[src/rtl/stlf_pkg.sv]
// Shared types and constants for the set-associative tag lookup block.
// No dependencies; the top level, controller and datapath import this package.
package stlf_pkg;

    // Fixed field widths of the input word and the result word.
    localparam int ADDR_BITS     = 8;
    localparam int WAY_OUT_BITS  = 2;
    localparam int SET_OUT_BITS  = 2;
    localparam int TAG_OUT_BITS  = 5;
    localparam int COUNT_BITS    = 32;

    // Address split: offset at the bottom, set bits above it, tag on top.
    localparam int SET_COUNT     = 4;
    localparam int OFFSET_BITS   = 1;
    localparam int SET_BITS      = $clog2(SET_COUNT);
    localparam int ADDR_TAG_BITS = ADDR_BITS - OFFSET_BITS - SET_BITS;

    // Defaults for the top-level parameters.
    localparam int WAYS_DEFAULT     = 4;
    localparam int TAG_BITS_DEFAULT = 5;

    // Input word.
    typedef struct packed {
        logic [ADDR_BITS-1:0] address;
    } lookup_t;

    // Result word.
    typedef struct packed {
        logic                    hit;
        logic [WAY_OUT_BITS-1:0] way;
        logic [SET_OUT_BITS-1:0] set_index;
        logic [TAG_OUT_BITS-1:0] tag_value;
        logic [COUNT_BITS-1:0]   hits_total;
        logic [COUNT_BITS-1:0]   misses_total;
    } result_t;

    // Controller states.
    typedef enum logic {
        ST_WAIT_IN,
        ST_LOOKUP
    } state_t;

    // Commands from the controller to the datapath.
    typedef struct packed {
        logic load_addr;
        logic commit;
    } cmd_t;

endpackage

[src/rtl/stlf_stream_if.sv]
// Valid/ready stream channel carrying one word of a chosen payload type.
// No dependencies; the payload type is given where the channel is declared.
interface stlf_stream_if #(
    parameter type data_t = logic
);
    logic  valid;
    logic  ready;
    data_t data;

    modport source (output valid, output data, input ready);
    modport sink   (input valid, input data, output ready);
endinterface

[src/rtl/set_assoc_tag_lookup_fifo.sv]
// Set-associative tag lookup with round-robin replacement.
//
// Usage:
//   lookup (sink) takes one word per access: an 8-bit byte address, bits
//   7..3 tag, bits 2..1 set, bit 0 offset (ignored).
//   result (source) returns one word per access: hit flag, the way that
//   hit or the way just filled, the set, the tag, and the running hit and
//   miss totals, both saturating at 2^32-1 and including this access.
//   On a miss the tag is written into the set's victim way, which is then
//   marked valid, and the set's victim pointer moves on by one way.
// Timing:
//   An address is registered in the cycle it is accepted; the compare and
//   directory update run in the lookup state and load the result register
//   once it can take a result. No new address is taken until that lookup
//   has committed. A new address is accepted while a result still waits;
//   if the receiver stalls, that lookup holds until the result register
//   frees, and lookup.ready stays low meanwhile.
//   Reset clears all valid bits, victim pointers and both counters at once.
// Depends on stlf_pkg, stlf_stream_if, stlf_ctrl and stlf_datapath.
module set_assoc_tag_lookup_fifo #(
    parameter int WAYS     = stlf_pkg::WAYS_DEFAULT,
    parameter int TAG_BITS = stlf_pkg::TAG_BITS_DEFAULT
) (
    input  logic         clk,
    input  logic         rst_n,
    stlf_stream_if.sink   lookup,
    stlf_stream_if.source result
);
    import stlf_pkg::*;

    cmd_t cmd;

    // Sequencing of acceptance, lookup and output.
    stlf_ctrl u_ctrl (
        .clk       (clk),
        .rst_n     (rst_n),
        .in_valid  (lookup.valid),
        .in_ready  (lookup.ready),
        .out_valid (result.valid),
        .out_ready (result.ready),
        .cmd       (cmd)
    );

    // Directory, counters and result register.
    stlf_datapath #(
        .WAYS     (WAYS),
        .TAG_BITS (TAG_BITS)
    ) u_datapath (
        .clk      (clk),
        .rst_n    (rst_n),
        .cmd      (cmd),
        .in_data  (lookup.data),
        .out_data (result.data)
    );

endmodule

[src/rtl/stlf_ctrl.sv]
// Controller of the tag lookup block: input acceptance, lookup commit and
// the output register's full flag. Depends on stlf_pkg.
module stlf_ctrl (
    input  logic               clk,
    input  logic               rst_n,
    input  logic               in_valid,
    output logic               in_ready,
    output logic               out_valid,
    input  logic               out_ready,
    output stlf_pkg::cmd_t     cmd
);
    import stlf_pkg::*;

    state_t state_reg;
    state_t state_next;
    logic   out_full_reg;
    logic   out_full_next;
    logic   can_commit;

    // The output register can take a result when it is empty or drains now.
    assign can_commit = !out_full_reg || out_ready;

    // Next state.
    always_comb
    begin
        state_next = state_reg;
        case (state_reg)
            ST_WAIT_IN:
            begin
                if (in_valid)
                begin
                    state_next = ST_LOOKUP;
                end
            end
            ST_LOOKUP:
            begin
                if (can_commit)
                begin
                    state_next = ST_WAIT_IN;
                end
            end
            default:
            begin
                state_next = ST_WAIT_IN;
            end
        endcase
    end

    // Outputs of the state machine.
    always_comb
    begin
        in_ready      = 1'b0;
        cmd.load_addr = 1'b0;
        cmd.commit    = 1'b0;
        case (state_reg)
            ST_WAIT_IN:
            begin
                in_ready      = 1'b1;
                cmd.load_addr = in_valid;
            end
            ST_LOOKUP:
            begin
                cmd.commit = can_commit;
            end
            default:
            begin
                in_ready = 1'b0;
            end
        endcase
    end

    // Output register occupancy.
    always_comb
    begin
        out_full_next = out_full_reg;
        if (cmd.commit)
        begin
            out_full_next = 1'b1;
        end
        else if (out_full_reg && out_ready)
        begin
            out_full_next = 1'b0;
        end
    end

    assign out_valid = out_full_reg;

    always_ff @(posedge clk or negedge rst_n)
    begin
        if (!rst_n)
        begin
            state_reg    <= ST_WAIT_IN;
            out_full_reg <= 1'b0;
        end
        else
        begin
            state_reg    <= state_next;
            out_full_reg <= out_full_next;
        end
    end

endmodule

[src/rtl/stlf_datapath.sv]
// Datapath of the tag lookup block: address register, tag directory with
// valid bits, victim pointers, saturating counters and result register.
// Depends on stlf_pkg.
module stlf_datapath #(
    parameter int WAYS     = stlf_pkg::WAYS_DEFAULT,
    parameter int TAG_BITS = stlf_pkg::TAG_BITS_DEFAULT
) (
    input  logic              clk,
    input  logic              rst_n,
    input  stlf_pkg::cmd_t    cmd,
    input  stlf_pkg::lookup_t in_data,
    output stlf_pkg::result_t out_data
);
    import stlf_pkg::*;

    localparam int WAY_BITS = $clog2(WAYS);

    logic [ADDR_BITS-1:0]  addr_reg;
    logic [TAG_BITS-1:0]   tag_reg    [SET_COUNT][WAYS];
    logic                  valid_reg  [SET_COUNT][WAYS];
    logic [WAY_BITS-1:0]   victim_reg [SET_COUNT];
    logic [COUNT_BITS-1:0] hit_cnt_reg;
    logic [COUNT_BITS-1:0] miss_cnt_reg;
    result_t               result_reg;

    logic [SET_BITS-1:0]               set_sel;
    logic [ADDR_TAG_BITS+TAG_BITS-1:0] tag_wide;
    logic [TAG_BITS-1:0]               tag_sel;
    logic                              hit;
    logic [WAY_BITS-1:0]               hit_way;
    logic [WAY_BITS-1:0]               victim;
    logic [WAY_BITS-1:0]               victim_next;
    logic [WAY_BITS-1:0]               way_sel;
    logic [COUNT_BITS-1:0]             hit_cnt_next;
    logic [COUNT_BITS-1:0]             miss_cnt_next;
    logic [WAY_BITS+WAY_OUT_BITS-1:0]  way_wide;
    logic [TAG_BITS+TAG_OUT_BITS-1:0]  tag_out_wide;
    logic [SET_BITS+SET_OUT_BITS-1:0]  set_wide;

    // Split the held address; tag bits beyond the address read as zero.
    assign set_sel  = addr_reg[OFFSET_BITS +: SET_BITS];
    assign tag_wide = {{TAG_BITS{1'b0}}, addr_reg[ADDR_BITS-1 -: ADDR_TAG_BITS]};
    assign tag_sel  = tag_wide[TAG_BITS-1:0];

    // Compare against every way of the set; the lowest matching way wins.
    always_comb
    begin
        hit     = 1'b0;
        hit_way = '0;
        for (int w = WAYS - 1; w >= 0; w--)
        begin
            if (valid_reg[set_sel][w] && (tag_reg[set_sel][w] == tag_sel))
            begin
                hit     = 1'b1;
                hit_way = WAY_BITS'(w);
            end
        end
    end

    // Round-robin victim pointer, wrapping after the last way.
    assign victim      = victim_reg[set_sel];
    assign victim_next = (victim == WAY_BITS'(WAYS - 1)) ? '0 : victim + 1'b1;
    assign way_sel     = hit ? hit_way : victim;

    // Counters stop at their maximum value.
    assign hit_cnt_next  = (hit && !(&hit_cnt_reg)) ? hit_cnt_reg + 1'b1 : hit_cnt_reg;
    assign miss_cnt_next = (!hit && !(&miss_cnt_reg)) ? miss_cnt_reg + 1'b1 : miss_cnt_reg;

    // Fit way, set and tag to the result field widths.
    assign way_wide     = {{WAY_OUT_BITS{1'b0}}, way_sel};
    assign tag_out_wide = {{TAG_OUT_BITS{1'b0}}, tag_sel};
    assign set_wide     = {{SET_OUT_BITS{1'b0}}, set_sel};

    // Address register.
    always_ff @(posedge clk)
    begin
        if (cmd.load_addr)
        begin
            addr_reg <= in_data.address;
        end
    end

    // Tag storage and result register hold payload only.
    always_ff @(posedge clk)
    begin
        if (cmd.commit)
        begin
            if (!hit)
            begin
                tag_reg[set_sel][victim] <= tag_sel;
            end
            result_reg.hit          <= hit;
            result_reg.way          <= way_wide[WAY_OUT_BITS-1:0];
            result_reg.set_index    <= set_wide[SET_OUT_BITS-1:0];
            result_reg.tag_value    <= tag_out_wide[TAG_OUT_BITS-1:0];
            result_reg.hits_total   <= hit_cnt_next;
            result_reg.misses_total <= miss_cnt_next;
        end
    end

    // Valid bits, victim pointers and counters.
    always_ff @(posedge clk or negedge rst_n)
    begin
        if (!rst_n)
        begin
            for (int s = 0; s < SET_COUNT; s++)
            begin
                victim_reg[s] <= '0;
                for (int w = 0; w < WAYS; w++)
                begin
                    valid_reg[s][w] <= 1'b0;
                end
            end
            hit_cnt_reg  <= '0;
            miss_cnt_reg <= '0;
        end
        else if (cmd.commit)
        begin
            if (!hit)
            begin
                valid_reg[set_sel][victim] <= 1'b1;
                victim_reg[set_sel]        <= victim_next;
            end
            hit_cnt_reg  <= hit_cnt_next;
            miss_cnt_reg <= miss_cnt_next;
        end
    end

    assign out_data = result_reg;

endmodule
[src/flat_wrapper.sv]
// flat-port wrapper written by rule: the top's interface ports become plain ports
module set_assoc_tag_lookup_fifo_flat import stlf_pkg::*;
#(
    parameter int WAYS     = stlf_pkg::WAYS_DEFAULT,
    parameter int TAG_BITS = stlf_pkg::TAG_BITS_DEFAULT
)
  (clk, rst_n, lookup_valid, lookup_data, lookup_ready, result_valid, result_data, result_ready);
  stlf_stream_if lookup_i ();
  stlf_stream_if result_i ();
  input  logic clk;
  input  logic rst_n;
  input wire logic [$bits(lookup_i.valid)-1:0] lookup_valid;
  input wire logic [$bits(lookup_i.data)-1:0] lookup_data;
  output wire logic [$bits(lookup_i.ready)-1:0] lookup_ready;
  output wire logic [$bits(result_i.valid)-1:0] result_valid;
  output wire logic [$bits(result_i.data)-1:0] result_data;
  input wire logic [$bits(result_i.ready)-1:0] result_ready;
  assign lookup_i.valid = lookup_valid;
  assign lookup_i.data = lookup_data;
  assign lookup_ready = lookup_i.ready;
  assign result_valid = result_i.valid;
  assign result_data = result_i.data;
  assign result_i.ready = result_ready;
  set_assoc_tag_lookup_fifo #(.WAYS(WAYS), .TAG_BITS(TAG_BITS)) u_core (.clk(clk), .rst_n(rst_n), .lookup(lookup_i), .result(result_i));
endmodule
[config.mk]
export PLATFORM = sky130hd
export DESIGN_NAME = set_assoc_tag_lookup_fifo_flat
export DESIGN_NICKNAME = d
export VERILOG_FILES = /design/src/rtl/stlf_pkg.sv /design/src/rtl/stlf_stream_if.sv /design/src/rtl/set_assoc_tag_lookup_fifo.sv /design/src/rtl/stlf_ctrl.sv /design/src/rtl/stlf_datapath.sv /design/src/flat_wrapper.sv
export SDC_FILE = /design/constraint.sdc
export NUM_CORES = 1
export LEC_CHECK = 0
export BUFFER_PORTS_ARGS = -buffer_cell sky130_fd_sc_hd__buf_2
export CAP_MARGIN = 20
export CORE_MARGIN = 4
export CORE_UTILIZATION = 60
export DETAILED_ROUTE_END_ITERATION = 8
export GPL_TIMING_DRIVEN = 0
export PLACE_DENSITY_LB_ADDON = 0.2
export SLEW_MARGIN = 20
export SYNTH_ARGS = -nofsm -noshare
export SYNTH_HDL_FRONTEND = slang
export SYNTH_SLANG_ARGS = --single-unit
[constraint.sdc]
create_clock -name clk -period 3.3 [get_ports clk]
set_clock_uncertainty 0.2 [all_clocks]
set_input_delay 0.66 -clock clk [delete_from_list [all_inputs] [get_ports clk]]
set_output_delay 0.66 -clock clk [all_outputs]
set_load 0.01 [all_outputs]
==> impl_metrics.toml <==
[timing]
fin_tns_setup_ns = 0
hold_ws_ns = 0.206
rsz0062_at_grt = "no"
slew_violations = 0
fin_ws_ns = 1.01
finalHoldViolations = 0
finalCritPeriodShare_pct = 69.4
worst_slew_pin_slew_ns = 0.843
finalWorstPathRequiredPeriod_ns = 2.29
timing.fmax_ghz = 0.437
relSlewSlack_pct = 43.8
setup_viol = 0

[synth]
yosysSeqAreaShare_pct = 51.1
synth_largest_area_cell = "dfrtp_1"
synth_xor_area_share_pct = 13.4
syn_nets = 187
synth-edff-count = 1
syn_area_um2 = 2020
synthCells = 177
avgSynthCellArea_um2 = 11.4
synth_ff_type = "dfrtp_1"
synth_top_family_by_area = "simple AND/OR/NAND/NOR gates"
synthMuxAreaShare_pct = 1.05
synth_cell_types = 33
synthArstFlopShare_pct = 97.6
synth_compound_area_share_pct = 2.42
synth_area_leaders = "dfrtp_1 50%, xnor2_1 9.1%, xor2_1 4.3%"
synthAdderAreaFrac_pct = 3.10
post_synth_and_or_nand_nor_area_fraction_pct = 26.2
ys.warnings.count = 0
ys_ff_latch = 41
synth_top_area_share_pct = 49.6

[hold_path]
min_path_type = "in -> async"

[final_layout]
largest_register_ffs = 32
layout_common_cells = "40 x dfrtp_1, 21 x xnor2_1, 14 x nand2_1, 13 x nand4_1, 13 x nand3_1"
drive_gt1_share_pct = 13.6
final_cells = 235
nets = 200
synthToLayoutAreaGrowth_pct = 6.63
mostFrequentLayoutCell = "dfrtp_1"
antennaDiodeCount = 0

[clocking]
cts_tree = "yes"
cts_resized = 0
clk_latency_ns = 0.34
clkSlewWorstSetupHoldPaths_ns = 0.11
cts_root_buf = "clkbuf_4"
post_cts_buffers = 0
clkSinkCount = 41
cts_buffers = 5
htreeDepth = 2
clock_path_buffers = 2
hold_buffers = 0

[power_and_ir_drop]
p_comb_share_pct = 18.0
p_int_uw = 768
swShare_pct = 29.7
power_switching_uw = 324
power_uw = 1090
p_seq_share_pct = 60.7
p_leak_uw = 0.000988
p_per_area_nw_per_um2 = 507
vdd_drop_max_uv = 438
pwr-share-clk_pct = 21.4

[setup_path]
start_kind = "flop"
worstPathMaxFanout = 8
crit_path_cell_trace = "nor4_4 > nand3_2 > or3_1 > buf_4 > nor4_2 > xor2_1"
timing.critical_path.slowest_stage_cell = "dfrtp_1"
cp_slowest_stage_delay_ns = 0.42
end_kind = "flop"
path_buf_inv = 1
critPathKind = "reg -> reg"
cp.arrival_ns = 2.36
path_delay_family = "simple AND/OR/NAND/NOR gates"
required_ns = 3.37

[floorplan]
num_rows = 20
die_h_um = 66.0
die_area_um2 = 4360
fp.dieW_um = 66.0
ios = 8
core_area_um2 = 3130
start_util_pct = 64.6

[global_routing]
grt_overflow_total = 0
grt_pass1_vias = 1351
grt_max_degree = 41
grt_pass1_wl_um = 6130
antenna_found_initial = 0
grt_usage_pct = 18.8

[flow_run]
drv_cap = 0

[detailed_routing]
wl_um = 3210
ant_nets = 0
firstDrtPassIters = 4
routed-via-count = 1287
vias_per_cell = 5.48
drt_iter0_markers = 68
detail_route.wl_per_cell_um = 13.7
route.detailed.drc = 0

[place]
place.port_buffers = 6
gp_congestion = 0.788
post-place-ws_ns = 0.898
dpl.cell_count = 227
hpwlAfterDp_um = 2390

[run_status]
status = "finished clean"
[through the flow]
stage,utilization (%),area (um^2)
after floorplan,-,2020
after global placement,67.3,2100
after detailed placement,67.3,2100
after CTS,68.8,2150
after global routing,68.8,2150
final,68.8,2150
[power groups by stage]
stage / Sequential (uW) / Combinational, uW / Clock, uW
2_1_floorplan: 666 / 136 / 0
5_1_grt: 674 / 230 / 274
3_5_place_dp: 673 / 202 / 0
4_1_cts: 663 / 203 / 244
3_3_place_gp: 667 / 191 / 0
6_report: 663 / 196 / 233
[worst paths after layout]
path / from / to / slack [ns] / cells past startpoint
hold reg to reg: u_core.u_datapath.miss_cnt_reg[27]$_DFFE_PN0P_ / u_core.u_datapath.miss_cnt_reg[27]$_DFFE_PN0P_ / 0.28 / 1
min in group clk: u_core.u_datapath.miss_cnt_reg[27]$_DFFE_PN0P_ / u_core.u_datapath.miss_cnt_reg[27]$_DFFE_PN0P_ / 0.28 / 1
max in group asynchronous: rst_n / u_core.u_datapath.miss_cnt_reg[19]$_DFFE_PN0P_ / 2.16 / 1
setup / recovery: u_core.u_datapath.valid_reg[12]$_DFFE_PN0P_ / u_core.u_datapath.miss_cnt_reg[25]$_DFFE_PN0P_ / 1.01 / 6
hold / removal: rst_n / u_core.u_datapath.miss_cnt_reg[11]$_DFFE_PN0P_ / 0.21 / 1
setup reg to reg: u_core.u_datapath.valid_reg[12]$_DFFE_PN0P_ / u_core.u_datapath.miss_cnt_reg[25]$_DFFE_PN0P_ / 1.01 / 6
[Yosys cell counts, types with 2 or more instances]
master / number
nor4_4: 3
nor2_1: 9
and3_1: 5
o21ai_0: 2
buf_2: 2
xor2_1: 10
inv_1: 6
nand3_1: 13
and4_1: 2
or3_1: 2
ha_1: 5
nand4_1: 13
xnor2_1: 21
nor3_1: 6
nand2_1: 14
nor4_1: 3
dfrtp_1: 40
a21o_1: 4
nor4_2: 3
[final cells by class]
class / count / area [um^2]
plain buffers: 5 / 32.5
clock buffers: 8 / 48.8
fillers: 251 / 975
inverters: 6 / 22.5
multi-input cells: 125 / 933
flip-flops and latches: 41 / 1030
well taps: 44 / 55.1
repair buffers: 6 / 30.0
[layer usage]
layer  track usage, %  up-vias  part of all wire [%]
li1                 -      648                     -
met2             29.9        8                    49
met5                0        -                     0
met4             7.11        0                   1.7
met1             24.0      624                    47
met3             5.61        7                   2.2
[cell families after synthesis]
| family | after synthesis |
|---|---|
| compound gates | 7 |
| xor+xnor | 31 |
| fa+ha+maj | 5 |
| buf+inv | 11 |
| flops | 41 |
| mux | 2 |
| simple gates | 80 |
[worst reg2reg max path, delay by kind of cell (launching register included)]
kind                      cells  cell delay [ns]
and+or+nand+nor               4             1.25
DFF                           1             0.42
buffers and inverters         1             0.19
xor gates and xnor gates      1             0.17
Power figures use the tool's default switching activity.
